==> src/design/dtpm_pkg.sv <==
package dtpm_pkg;

  localparam int unsigned QUEUE_DEPTH = 2;
  localparam int unsigned DIVIDEND_W  = 23;

  localparam logic [6:0]  FULL_PCT       = 7'd100;
  localparam logic [15:0] RESET_DEBOUNCE = 16'd1000;
  localparam logic [15:0] RESET_PUSH     = 16'd500;
  localparam logic [15:0] ELAPSED_MAX    = 16'hFFFF;

  typedef enum logic [1:0] {
    MOVE_NONE = 2'd0,
    MOVE_UP   = 2'd1,
    MOVE_DOWN = 2'd2
  } move_t;

  typedef enum logic [1:0] {
    CFG_TRAVEL_TIME = 2'd0,
    CFG_MIN_STEP    = 2'd1,
    CFG_DEBOUNCE    = 2'd2,
    CFG_PUSH        = 2'd3
  } cfg_reg_t;

  typedef enum logic [1:0] {
    ST_IDLE,
    ST_DIV,
    ST_EMIT
  } back_state_t;

  typedef struct packed {
    logic opening_active;
    logic closing_active;
    logic closed_contact;
    logic enable_level;
    logic push_request;
  } in_t;

  typedef struct packed {
    logic       command_level;
    logic       report_due;
    logic [1:0] move_state;
    logic [6:0] position_pct;
    logic       closed_flag;
    logic       enabled_flag;
  } out_t;

  typedef struct packed {
    logic [15:0] travel_time_ms;
    logic [6:0]  min_report_step;
    logic [15:0] debounce_ms;
    logic [15:0] push_ms;
  } cfg_t;

  typedef struct packed {
    move_t req_move;
    logic  closed_contact;
    logic  enable_level;
    logic  push_request;
  } q_entry_t;

  typedef struct packed {
    logic     valid;
    q_entry_t entry;
  } q_link_t;

endpackage

==> src/design/door_travel_position_monitor.sv <==
// Garage door travel and position monitor, one input beat per millisecond tick.
// Input channel (in_valid/in_ready/in_data): direction inputs, closed contact,
// enable level and push request for one tick. Output channel
// (out_valid/out_ready/out_data): exactly one result beat per input beat, in order,
// with command level, status flag, move, position in percent and latched flags.
// Configuration: cfg_we/cfg_index/cfg_data write one register per cycle with no
// wait; write only while no tick is in flight.
// A tick that needs a position estimate passes through the 23-step radix-2
// divider that computes elapsed*100/travel_time before its result is issued;
// other ticks go straight to the result register. Ticks are processed one at a
// time, so the next tick is not taken until the last result has been issued.
// A two-beat input queue keeps in_ready high while a tick is being worked on or
// a result waits; when out_ready stays low the result register holds and the
// queue fills, then in_ready drops.
// Reset (rst, synchronous): clears all timers, the move, position and flags,
// empties the queue, and loads debounce 1000 and push width 500 ticks.
module door_travel_position_monitor #(
  parameter int unsigned QUEUE_DEPTH = dtpm_pkg::QUEUE_DEPTH
) (
  input  logic               clk,
  input  logic               rst,
  input  logic               cfg_we,
  input  dtpm_pkg::cfg_reg_t cfg_index,
  input  logic [15:0]        cfg_data,
  input  logic               in_valid,
  output logic               in_ready,
  input  dtpm_pkg::in_t      in_data,
  output logic               out_valid,
  input  logic               out_ready,
  output dtpm_pkg::out_t     out_data
);
  import dtpm_pkg::*;

  cfg_t    cfg;
  q_link_t head;
  logic    pop;

  always_ff @(posedge clk) begin
    if (rst) begin
      cfg.travel_time_ms  <= '0;
      cfg.min_report_step <= '0;
      cfg.debounce_ms     <= RESET_DEBOUNCE;
      cfg.push_ms         <= RESET_PUSH;
    end else if (cfg_we) begin
      case (cfg_index)
        CFG_TRAVEL_TIME: cfg.travel_time_ms  <= cfg_data;
        CFG_MIN_STEP:    cfg.min_report_step <= cfg_data[6:0];
        CFG_DEBOUNCE:    cfg.debounce_ms     <= cfg_data;
        CFG_PUSH:        cfg.push_ms         <= cfg_data;
        default:         cfg.push_ms         <= cfg.push_ms;
      endcase
    end
  end

  dtpm_front #(
    .DEPTH (QUEUE_DEPTH)
  ) u_front (
    .clk      (clk),
    .rst      (rst),
    .in_valid (in_valid),
    .in_ready (in_ready),
    .in_data  (in_data),
    .head     (head),
    .pop      (pop)
  );

  dtpm_back u_back (
    .clk       (clk),
    .rst       (rst),
    .cfg       (cfg),
    .head      (head),
    .pop       (pop),
    .out_valid (out_valid),
    .out_ready (out_ready),
    .out_data  (out_data)
  );

`ifndef SYNTHESIS
  a_pct_range: assert property (@(posedge clk) disable iff (rst)
    out_valid |-> (out_data.position_pct <= FULL_PCT))
    else $error("position above full scale");

  a_no_send_disabled: assert property (@(posedge clk) disable iff (rst)
    (out_valid && !out_data.enabled_flag) |-> !out_data.report_due)
    else $error("status report while disabled");

  a_pop_needs_entry: assert property (@(posedge clk) disable iff (rst)
    pop |-> head.valid)
    else $error("queue popped while empty");
`endif

endmodule

==> src/design/dtpm_front.sv <==
module dtpm_front #(
  parameter int unsigned DEPTH = dtpm_pkg::QUEUE_DEPTH
) (
  input  logic            clk,
  input  logic            rst,
  input  logic            in_valid,
  output logic            in_ready,
  input  dtpm_pkg::in_t   in_data,
  output dtpm_pkg::q_link_t head,
  input  logic            pop
);
  import dtpm_pkg::*;

  localparam int unsigned AW = (DEPTH > 1) ? $clog2(DEPTH) : 1;
  localparam int unsigned CW = $clog2(DEPTH + 1);

  q_entry_t        queue [DEPTH];
  logic [AW-1:0]   wr_ptr;
  logic [AW-1:0]   rd_ptr;
  logic [CW-1:0]   count;
  q_entry_t        entry_in;
  logic            push;
  logic            take;

  always_comb begin
    entry_in                = '0;
    entry_in.closed_contact = in_data.closed_contact;
    entry_in.enable_level   = in_data.enable_level;
    entry_in.push_request   = in_data.push_request;
    if (in_data.opening_active) begin
      entry_in.req_move = MOVE_UP;
    end else if (in_data.closing_active) begin
      entry_in.req_move = MOVE_DOWN;
    end else begin
      entry_in.req_move = MOVE_NONE;
    end
  end

  assign in_ready   = (count != CW'(DEPTH));
  assign push       = in_valid && in_ready;
  assign take       = pop && (count != '0);
  assign head.valid = (count != '0);
  assign head.entry = queue[rd_ptr];

  always_ff @(posedge clk) begin
    if (push) begin
      queue[wr_ptr] <= entry_in;
    end
  end

  always_ff @(posedge clk) begin
    if (rst) begin
      wr_ptr <= '0;
      rd_ptr <= '0;
      count  <= '0;
    end else begin
      if (push) begin
        wr_ptr <= (wr_ptr == AW'(DEPTH - 1)) ? '0 : wr_ptr + AW'(1);
      end
      if (take) begin
        rd_ptr <= (rd_ptr == AW'(DEPTH - 1)) ? '0 : rd_ptr + AW'(1);
      end
      case ({push, take})
        2'b10:   count <= count + CW'(1);
        2'b01:   count <= count - CW'(1);
        default: count <= count;
      endcase
    end
  end

endmodule

==> src/design/dtpm_div.sv <==
module dtpm_div (
  input  logic                             clk,
  input  logic                             rst,
  input  logic                             start,
  input  logic [dtpm_pkg::DIVIDEND_W-1:0]  dividend,
  input  logic [15:0]                      divisor,
  output logic                             done,
  output logic [dtpm_pkg::DIVIDEND_W-1:0]  quotient
);
  import dtpm_pkg::*;

  localparam int unsigned NW = $clog2(DIVIDEND_W);

  logic [15:0]           rem;
  logic [15:0]           dvs;
  logic [DIVIDEND_W-1:0] quo;
  logic [NW-1:0]         cnt;
  logic                  busy;
  logic [16:0]           trial;
  logic                  fits;

  assign trial    = {rem, quo[DIVIDEND_W-1]};
  assign fits     = (trial >= {1'b0, dvs});
  assign quotient = quo;

  always_ff @(posedge clk) begin
    if (start) begin
      rem <= '0;
      dvs <= divisor;
      quo <= dividend;
    end else if (busy) begin
      rem <= fits ? 16'(trial - {1'b0, dvs}) : trial[15:0];
      quo <= {quo[DIVIDEND_W-2:0], fits};
    end
  end

  always_ff @(posedge clk) begin
    if (rst) begin
      busy <= 1'b0;
      done <= 1'b0;
      cnt  <= '0;
    end else begin
      done <= 1'b0;
      if (start) begin
        busy <= 1'b1;
        cnt  <= NW'(DIVIDEND_W - 1);
      end else if (busy) begin
        cnt <= cnt - NW'(1);
        if (cnt == '0) begin
          busy <= 1'b0;
          done <= 1'b1;
        end
      end
    end
  end

endmodule

==> src/design/dtpm_back.sv <==
module dtpm_back (
  input  logic              clk,
  input  logic              rst,
  input  dtpm_pkg::cfg_t    cfg,
  input  dtpm_pkg::q_link_t head,
  output logic              pop,
  output logic              out_valid,
  input  logic              out_ready,
  output dtpm_pkg::out_t    out_data
);
  import dtpm_pkg::*;

  back_state_t state;
  back_state_t state_next;

  move_t       move_reg;
  logic [15:0] elapsed_ms;
  logic [15:0] debounce_left;
  logic [15:0] pulse_left;
  logic [6:0]  position_reg;
  logic [6:0]  reported_position;
  logic        closed_reg;
  logic        enabled_reg;
  logic        cmd_pend;
  logic        send_pend;

  move_t       move_next;
  logic [15:0] elapsed_next;
  logic [15:0] debounce_next;
  logic [15:0] pulse_next;
  logic        closed_next;
  logic        cmd_next;
  logic        send_next;
  logic        need_pos;

  logic [15:0] pulse_load;
  logic        hold;
  move_t       cur;

  logic                  div_start;
  logic                  div_done;
  logic [DIVIDEND_W-1:0] div_q;
  logic [DIVIDEND_W-1:0] dividend;

  logic [6:0]  pos_clamp;
  logic [6:0]  pos;
  logic [6:0]  diff;
  logic        pos_report;
  logic        pos_take;
  logic        emit;

  q_entry_t    e;

  assign e = head.entry;

  always_comb begin
    pulse_load    = e.push_request ? cfg.push_ms : pulse_left;
    cmd_next      = (pulse_load != '0);
    pulse_next    = cmd_next ? pulse_load - 16'd1 : pulse_load;
    hold          = (debounce_left != '0);
    cur           = hold ? move_reg : e.req_move;
    move_next     = move_reg;
    elapsed_next  = (elapsed_ms != ELAPSED_MAX) ? elapsed_ms + 16'd1 : elapsed_ms;
    debounce_next = hold ? debounce_left - 16'd1 : debounce_left;
    closed_next   = closed_reg;
    send_next     = 1'b0;
    need_pos      = 1'b0;
    if (e.enable_level) begin
      if (!hold && e.req_move == MOVE_NONE && move_reg != MOVE_NONE) begin
        debounce_next = cfg.debounce_ms;
      end
      if (cur != move_reg) begin
        move_next = cur;
        send_next = 1'b1;
        if (cur != MOVE_NONE) begin
          elapsed_next = '0;
        end
      end
      if (e.closed_contact != closed_reg) begin
        send_next = 1'b1;
      end
      closed_next = e.closed_contact;
      need_pos    = (cur != MOVE_NONE) && (cfg.travel_time_ms != '0);
    end
  end

  assign dividend = DIVIDEND_W'(elapsed_next) * DIVIDEND_W'(FULL_PCT);

  dtpm_div u_div (
    .clk      (clk),
    .rst      (rst),
    .start    (div_start),
    .dividend (dividend),
    .divisor  (cfg.travel_time_ms),
    .done     (div_done),
    .quotient (div_q)
  );

  always_comb begin
    pos_clamp  = (div_q > DIVIDEND_W'(FULL_PCT)) ? FULL_PCT : div_q[6:0];
    pos        = (move_reg == MOVE_DOWN) ? FULL_PCT - pos_clamp : pos_clamp;
    diff       = (pos >= reported_position) ? pos - reported_position
                                            : reported_position - pos;
    pos_report = (cfg.min_report_step != '0) && (diff >= cfg.min_report_step);
  end

  always_comb begin
    state_next = state;
    case (state)
      ST_IDLE: begin
        if (head.valid) begin
          state_next = need_pos ? ST_DIV : ST_EMIT;
        end
      end
      ST_DIV: begin
        if (div_done) begin
          state_next = ST_EMIT;
        end
      end
      ST_EMIT: begin
        if (!out_valid || out_ready) begin
          state_next = ST_IDLE;
        end
      end
      default: state_next = ST_IDLE;
    endcase
  end

  always_comb begin
    pop       = 1'b0;
    div_start = 1'b0;
    pos_take  = 1'b0;
    emit      = 1'b0;
    case (state)
      ST_IDLE: begin
        pop       = head.valid;
        div_start = head.valid && need_pos;
      end
      ST_DIV:  pos_take = div_done;
      ST_EMIT: emit = !out_valid || out_ready;
      default: pop = 1'b0;
    endcase
  end

  always_ff @(posedge clk) begin
    if (rst) begin
      state             <= ST_IDLE;
      move_reg          <= MOVE_NONE;
      elapsed_ms        <= '0;
      debounce_left     <= '0;
      pulse_left        <= '0;
      position_reg      <= '0;
      reported_position <= '0;
      closed_reg        <= 1'b0;
      enabled_reg       <= 1'b0;
      cmd_pend          <= 1'b0;
      send_pend         <= 1'b0;
      out_valid         <= 1'b0;
    end else begin
      state <= state_next;
      if (pop) begin
        move_reg      <= move_next;
        elapsed_ms    <= elapsed_next;
        debounce_left <= debounce_next;
        pulse_left    <= pulse_next;
        closed_reg    <= closed_next;
        enabled_reg   <= e.enable_level;
        cmd_pend      <= cmd_next;
        send_pend     <= send_next;
      end
      if (pos_take) begin
        position_reg <= pos;
        if (pos_report) begin
          reported_position <= pos;
          send_pend         <= 1'b1;
        end
      end
      if (emit) begin
        out_valid <= 1'b1;
      end else if (out_ready) begin
        out_valid <= 1'b0;
      end
    end
  end

  always_ff @(posedge clk) begin
    if (emit) begin
      out_data.command_level <= cmd_pend;
      out_data.report_due    <= send_pend;
      out_data.move_state    <= move_reg;
      out_data.position_pct  <= position_reg;
      out_data.closed_flag   <= closed_reg;
      out_data.enabled_flag  <= enabled_reg;
    end
  end

endmodule
==> config.mk <==
export PLATFORM = sky130hd
export DESIGN_NAME = door_travel_position_monitor
export DESIGN_NICKNAME = d
export VERILOG_FILES = /design/src/design/dtpm_pkg.sv /design/src/design/door_travel_position_monitor.sv /design/src/design/dtpm_front.sv /design/src/design/dtpm_div.sv /design/src/design/dtpm_back.sv
export SDC_FILE = /design/constraint.sdc
export NUM_CORES = 1
export LEC_CHECK = 0
export ABC_AREA = 1
export BUFFER_PORTS_ARGS = -buffer_cell sky130_fd_sc_hd__buf_2
export CAP_MARGIN = 0
export CELL_PAD_IN_SITES_DETAIL_PLACEMENT = 2
export CELL_PAD_IN_SITES_GLOBAL_PLACEMENT = 2
export CORE_AREA = 2 2 200 202
export CTS_CLUSTER_DIAMETER = 150
export CTS_CLUSTER_SIZE = 12
export DETAILED_ROUTE_END_ITERATION = 8
export DIE_AREA = 0 0 202 204
export PLACE_DENSITY = 0.82
export SYNTH_ARGS = -nofsm -noshare
export SYNTH_HDL_FRONTEND = slang
export SYNTH_SLANG_ARGS = --single-unit
==> constraint.sdc <==
create_clock -name clk -period 4.6 [get_ports clk]
set_input_delay 0.23 -clock clk [delete_from_list [all_inputs] [get_ports clk]]
set_output_delay 0.23 -clock clk [all_outputs]
set_load 0.005 [all_outputs]
# Word-level counts from Yosys, hierarchy flattened
# Memory sizes are Yosys's and may differ from the RTL's. A register that Yosys moved wholly into a read port is not among the register bits.
# Index checks and enable logic that the tools add are counted.
totals:
  ff_bits: 205
  ram_bits: 10
  in_bits: 28
  out_inout_bits: 15
  elab_cells: 150
  memories: 1
mem_list:
  columns: ["memory", "depth", "word_bits", "rd", "rd_ports_with_merged_regs", "write_ports", "line_no", "source"]
  rows:
  - ["u_front.queue", 2, 5, 1, 1, 1, "dtpm_front.sv:17", "q_entry_t queue [DEPTH];"]
classes:
  n_addsub: 12
  multipliers: 1
  magnitude_cmp: 4
  n_eq_ne: 15
  muxes: 49
  bitwise: 1
  n_reduce_logical: 34
ops:
  columns: ["op", "count"]
  rows:
  - ["2-to-1 mux 16 bit", 10]
  - ["nonzero test 16 bit", 3]
  - ["2-to-1 mux 23 bit", 2]
  - ["subtractor 16 x 1 -> 16 bit, second input constant", 2]
  - ["greater-than comparator 23 x 7 -> 1 bit, second input constant", 1]
  - ["2-to-1 mux 1 bit", 23]
  - ["multiplier 16 x 5 -> 21 bit, second input constant", 1]
  - ["2-to-1 mux 7 bit", 3]
  - [">= comparator 17 x 16 -> 1 bit", 1]
  - ["adder 16 x 1 -> 16 bit, second input constant", 1]
  - ["!= test 16 bit, second input constant", 1]
  - ["subtractor 16 bit", 1]
  - [">= comparator 7 bit", 2]
  - ["2-to-1 mux 2 bit", 7]
  - ["subtractor 7 bit", 2]
  - ["AND reduction 2 bit", 6]
  - ["nonzero test 2 bit", 6]
  - ["equality test 2 bit, second input constant", 5]
  - ["2-to-1 mux 5 bit", 2]
  - ["logical AND 1 bit", 7]
  - ["nonzero test 7 bit", 1]
  - ["subtractor 7 bit, first input constant", 1]
  - ["equality test 2 x 1 -> 1 bit, second input constant", 3]
  - ["zero test 2 bit", 3]
  - ["17 further kinds", 22]

# Logic depth before layout (Yosys ltp)
depth:
  ltp_word: 10
  depth_mapped: 36
  mapped_depth_nobuf: 35

# Modules after synthesis
# From an unflattened synthesis, not the netlist that was laid out.
unflattened:
  hier_cells: 1921
  area_unflattened_um2: 13847.0
modules_own_cells:
  columns: ["module", "instances", "cells_per_inst", "area_per_inst_um2", "seq_area_each_um2"]
  rows:
  - ["dtpm_back", 1, 1071, 7339.5, 1811.7]
  - ["dtpm_div", 1, 462, 3612.2, 1631.6]
  - ["door_travel_position_monitor", 1, 333, 2249.7, 1101.1]
  - ["dtpm_front", 1, 55, 645.6, 400.4]

# Worst setup path after synthesis
# Ideal clock, no wire load.
synth_timing:
  path_kind: "register -> register"
  startpoint: "reg u_back.u_div.quo[12] (netlist: u_back.u_div.quotient[12])"
  endpoint: "reg u_back.reported_position[4]"
  setup_time_ns: 0.115
  t_arrival_ns: 4.634
  required_time_ns: 4.485
  slack_ns: -0.149
  stages_incl_launch_ff: 37
  n_path_buf: 1
  synth_period_minus_slack_ns: 4.749
  path_cell_list: "edfxtp_1 > nor2_1 > nand2_1 > nor2_1 > nand2_1 > nor2_1 > inv_1 > nor2_1 > inv_1 > ha_1 > inv_1 > nor2_1 > xnor2_1 > inv_1 > ha_1 > nand2_1 > nor2_1 > nor2_1 > o21ai_0 > nand2_1 > nand2_1 > a21oi_1 > inv_1 > nand2_1 > nand2_1 > xor2_1 > inv_1 > ha_1 > a21oi_1 > o21ai_0 > nand4_1 > o2111ai_1 > nand2_1 > clkbuf_1 > a21oi_1 > o21ai_0 > inv_1"
synth_between:
  elab_chain_len: 9
  elab_cells_between_ends: 11
  cone_classes: "add/sub: 3; order compare: 3; mux: 3; reduce/logical: 2"
synth_rtl:
  columns: ["element", "line_no", "source"]
  rows:
  - ["from (decl)", "dtpm_div.sv:16", "logic [DIVIDEND_W-1:0] quo;"]
  - ["from (signal assigned)", "dtpm_div.sv:30", "quo <= dividend;"]
  - ["from (signal assigned)", "dtpm_div.sv:33", "quo <= {quo[DIVIDEND_W-2:0], fits};"]
  - ["greater-than comparator 23 x 7 -> 1 bit *", "dtpm_back.sv:100", "pos_clamp = (div_q > DIVIDEND_W'(FULL_PCT)) ? FULL_PCT : div_q[6:0];"]
  - ["2-to-1 mux 7 bit *", "dtpm_back.sv:100", null]
  - ["subtractor 7 bit", "dtpm_back.sv:101", "pos = (move_reg == MOVE_DOWN) ? FULL_PCT - pos_clamp : pos_clamp;"]
  - ["2-to-1 mux 7 bit *", "dtpm_back.sv:101", null]
  - ["net u_back.pos[0]", "dtpm_back.sv:46", "logic [6:0] pos;"]
  - ["subtractor 7 bit (tied with other cells)", "dtpm_back.sv:103", ": reported_position - pos;"]
  - ["2-to-1 mux 7 bit *", "dtpm_back.sv:102", "diff = (pos >= reported_position) ? pos - reported_position"]
  - [">= comparator 7 bit *", "dtpm_back.sv:104", "pos_report = (cfg.min_report_step != '0) && (diff >= cfg.min_report_step);"]
  - ["logical AND 1 bit *", "dtpm_back.sv:104", null]
  - ["AND reduction 2 bit (no line) *", null, null]
  - ["to (signal assigned)", "dtpm_back.sv:174", "reported_position <= pos;"]
  - ["to (decl)", "dtpm_back.sv:21", "logic [6:0] reported_position;"]
# The timed path passes the listed nets; every way through them passes the cells marked *.
# A chain may end at the register's enable or synchronous reset.

# Final worst setup path
layout_timing:
  startpoint: "reg u_back.move_reg[1]"
  endpoint: "reg u_back.reported_position[6]"
layout_between:
  elab_chain_len: 7
  elab_cells_between_ends: 9
  cone_classes: "add/sub: 2; order compare: 2; eq/ne: 1; mux: 2; reduce/logical: 2"
layout_rtl:
  columns: ["element", "line_no", "source"]
  rows:
  - ["from (decl)", "dtpm_back.sv:16", "move_t move_reg;"]
  - ["from (signal assigned)", "dtpm_back.sv:162", "move_reg <= move_next;"]
  - ["equality test 2 bit *", "dtpm_back.sv:101", null]
  - ["2-to-1 mux 7 bit *", "dtpm_back.sv:101", null]
  - ["net u_back.pos[3]", "dtpm_back.sv:46", null]
  - ["subtractor 7 bit (tied with other cells)", "dtpm_back.sv:103", null]
  - ["2-to-1 mux 7 bit *", "dtpm_back.sv:102", null]
  - [">= comparator 7 bit *", "dtpm_back.sv:104", null]
  - ["logical AND 1 bit *", "dtpm_back.sv:104", null]
  - ["AND reduction 2 bit (no line) *", null, null]
# Marks and branches as above.

==> summary.txt <==
Power and ir drop
  • Peak supply drop: 0.000391 V
  • Cell leakage power: 0.00756 µW
  • Logic pwr share: 70.2%
  • Switching share of power: 52.0%
  • Pwr/cell area: 935 nW/µm²
  • Clock network fraction of design power: 11.2%
  • Switching power total: 8280 µW
  • Cell-internal power: 7640 µW
  • Share of total power in sequential cells: 18.6%

Timing
  • Post-route minimum period: 5.45 ns
  • Max transition margin: 20.0%
  • Fin Clk Skew: 0.0332 ns
  • Final setup violation count: 20
  • PnR worst setup slack: -0.854 ns
  • Setup repair after global routing missed its margin: yes
  • Total Neg Setup Slack: -9.40 ns
  • Portion of the clock cycle consumed by the worst path in the final layout: 119%
  • Final Slew Violations: 0
  • Smallest hold slack: 0.0108 ns
  • Tightest Pin Transition: 1.20 ns
  • Number of hold violations in the final report: 0
  • Highest attainable clock frequency: 183 MHz

Routing
  • Count of vias placed by the detailed router: 14.2k
  • Final Routed Wirelength: 69.7 mm
  • Initial DRC count: 815
  • Antenna Nets Post-Route: 0
  • Post-route DRC violation count: 0
  • Post-DR vias/cell: 5.69
  • WL per Instance: 27.9 µm
  • Length of the first detailed-routing pass in iterations: 5

Yosys
  • Number of enable-type register cells in the synthesized netlist: 60
  • Share of flip-flops with an asynchronous set or reset after synthesis: 0%
  • Number of cells produced by synthesis: 1760
  • Count of unique library cells instantiated by Yosys: 52
  • Flop and latch count out of synthesis: 216
  • Warning count from the yosys run: 0
  • Top cell types by occurrence after synthesis: nand2_1, inv_1, nor2_1, dfxtp_1, a21oi_1
  • Most used DFF post-synth: dfxtp_1
  • Yosys top cell area share: 23.7%
  • Most frequent cell after synthesis: nand2_1
  • Synthesized area divided by synthesized cell count: 7.48 µm²
  • Register area share after synthesis: 37.4%
  • Cell taking the most area after synthesis: dfxtp_1
  • Biggest area contributors in the synthesized netlist: dfxtp_1, edfxtp_1, nand2_1, ha_1, inv_1
  • Mapped Nets: 1897
  • Cell area after technology mapping: 13200 µm²

Die
  • Effective utilization at floorplan: 33.6%
  • Die span in y: 204 µm
  • Full die area: 41200 µm²
  • Top Ports: 43
  • Core Region: 39200 µm²
  • Row count: 73
  • Horizontal die dimension: 202 µm

Outcome
  • Violated checks: setup timing
  • Status: finished, violations left

Critical path
  • Arrival time at the worst endpoint: 5.92 ns
  • Internal reg-to-reg setup slack: -0.85 ns
  • Critical setup path kind: reg2reg
  • Maximum cell stage delay along the critical path: 0.44 ns
  • Critical Path End Type: flop
  • Data required time of the worst path: 5.07 ns
  • Critical-path maximum fanout: 7
  • Crit-path slowest cell: dfxtp_1
  • Startpoint Class: flop

Clock tree
  • Clock Tree Root: clkbuf_16
  • # H-tree levels: 1
  • Register clock-pin slew on the reported worst setup and hold paths: 0.09 ns
  • Clk sink count: 216
  • CTS Buf Count: 21
  • Max clock buf depth: 3
  • Clock network latency to the later pin of the worst-skew pair: 0.56 ns
  • CTS tree: built

Final layout
  • Layout overhead on the synthesized area: 29.3%
  • Final instance count without filler cells: 2499
  • Antenna cell count: 0
  • Core Util, Final: 43.5%
  • Total Nets Final: 2098
  • Register bank with the most flops: cfg
  • Max FFs per register: 55
  • Fraction of layout instances using a drive strength above 1: 26.7%

Placed design
  • Half-perimeter wire length after detailed placement: 34.9 mm
  • PortBufs: 42
  • Number of instances in the placed design: 2392
  • Final estimated routing congestion in global placement: 0.851

GRT
  • First-pass GRT wire length: 88.9 mm
  • Pin count of the biggest net entering global routing: 101
  • Via count of the first global-routing pass: 15.3k
  • Global-route total usage across every layer: 27.6%
  • Number of antenna violations at the first check in global routing: 0
  • Overflow after GRT: 0

Hold path
  • Worst min path class: in2reg

Run
  • Number of violations of the max-capacitance limit: 0
[critical path, delay by kind of cell, from the launching register on]
| family | cells | cell delay (ns) |
|---|---|---|
| DFF | 1 | 0.44 |
| buffers and inverters | 5 | 0.79 |
| xor gates and xnor gates | 2 | 0.36 |
| adders and majority gates | 2 | 0.84 |
| AOI/OAI and AO/OA | 5 | 1.07 |
| and+or+nand+nor | 11 | 1.87 |
[cells by family (layout without fill, tap and decap cells)]
group / after synthesis / count (layout) / share of synthesized area, %
simple gates: 742 / 742 / 24.4
compound gates: 343 / 343 / 14.4
fa+ha+maj: 109 / 109 / 11.2
mux: 2 / 2 / 0.152
flops: 216 / 216 / 37.4
buf+inv: 294 / 508 / 8.96
xor+xnor: 54 / 54 / 3.59
[cell usage in the layout (no fill, tap or decap), drive strengths merged, types with 3 or more instances in the layout]
cell,Yosys,final
a21o,4,4
a21oi,139,139
a31oi,10,10
buf,18,225
clkbuf,34,35
dfxtp,156,156
dlygate4sd3,0,5
edfxtp,60,60
fa,14,14
ha,95,95
inv,241,241
nand2,378,378
nand3,92,92
nand3b,4,4
nand4,19,19
nor2,203,203
nor3,30,30
nor4,3,3
o211ai,5,5
o21ai,166,166
o21bai,5,5
o22ai,3,3
or2,12,12
xnor2,21,21
xor2,33,33
[power by group through the flow]
stage	Combinational, µW	Sequential [µW]	Clock (µW)
2_1_floorplan	4730	2800	0
3_3_place_gp	6840	2850	0
3_5_place_dp	7420	2880	0
4_1_cts	8330	2860	1690
5_1_grt	11800	2980	1850
6_report	11200	2950	1780
[final timing paths]
| check | depth (start not counted) | end | startpoint |
|---|---|---|---|
| hold reg to reg | 0 | u_back.out_data[6]$_DFFE_PP_ | u_back.position_reg[4]$_SDFFE_PP0P_ |
| hold / removal | 3 | cfg[25]$_SDFFE_PP1P_ | cfg_data[9] |
| setup reg to reg | 25 | u_back.reported_position[6]$_SDFFE_PP0P_ | u_back.move_reg[1]$_SDFFE_PP0P_ |
| setup / recovery | 25 | u_back.reported_position[6]$_SDFFE_PP0P_ | u_back.move_reg[1]$_SDFFE_PP0P_ |
[area by class of cell]
class	instances	area, µm²
Timing Repair Buffer	230	1720
Fill cell	4326	22200
Clock inverter	1	8.76
Multi-Input combinational cell	1250	8180
Inverter	242	957
Sequential cell	216	4930
Clock buffer	35	578
Tap cell	525	657
[stage by stage]
step	setup slack, ns	cell area, µm²	power (µW)
global placement	-0.0159	14700	9690
finish	-0.854	17000	15900
detailed placement	-0.920	14700	10300
CTS	-0.0900	15900	12900
floorplan	0.0260	13200	7540
global route	-0.879	17000	16600
[layer usage]
metal / GRT usage (%) / part of all wire, %
met1: 29.6 / 35
met2: 53.4 / 52
met3: 2.87 / 4.1
met4: 13.6 / 8.6
met5: 0 / 0
[repair_timing]
action,CTS,global route
gates resized for setup,118,186
pin swaps,37,96
hold buffers,5,0
setup buffers,18,50
setup endpoints to repair,20,21
endpoints found under the hold margin,9,0
Note: power is estimated with default switching activity, not from simulation.
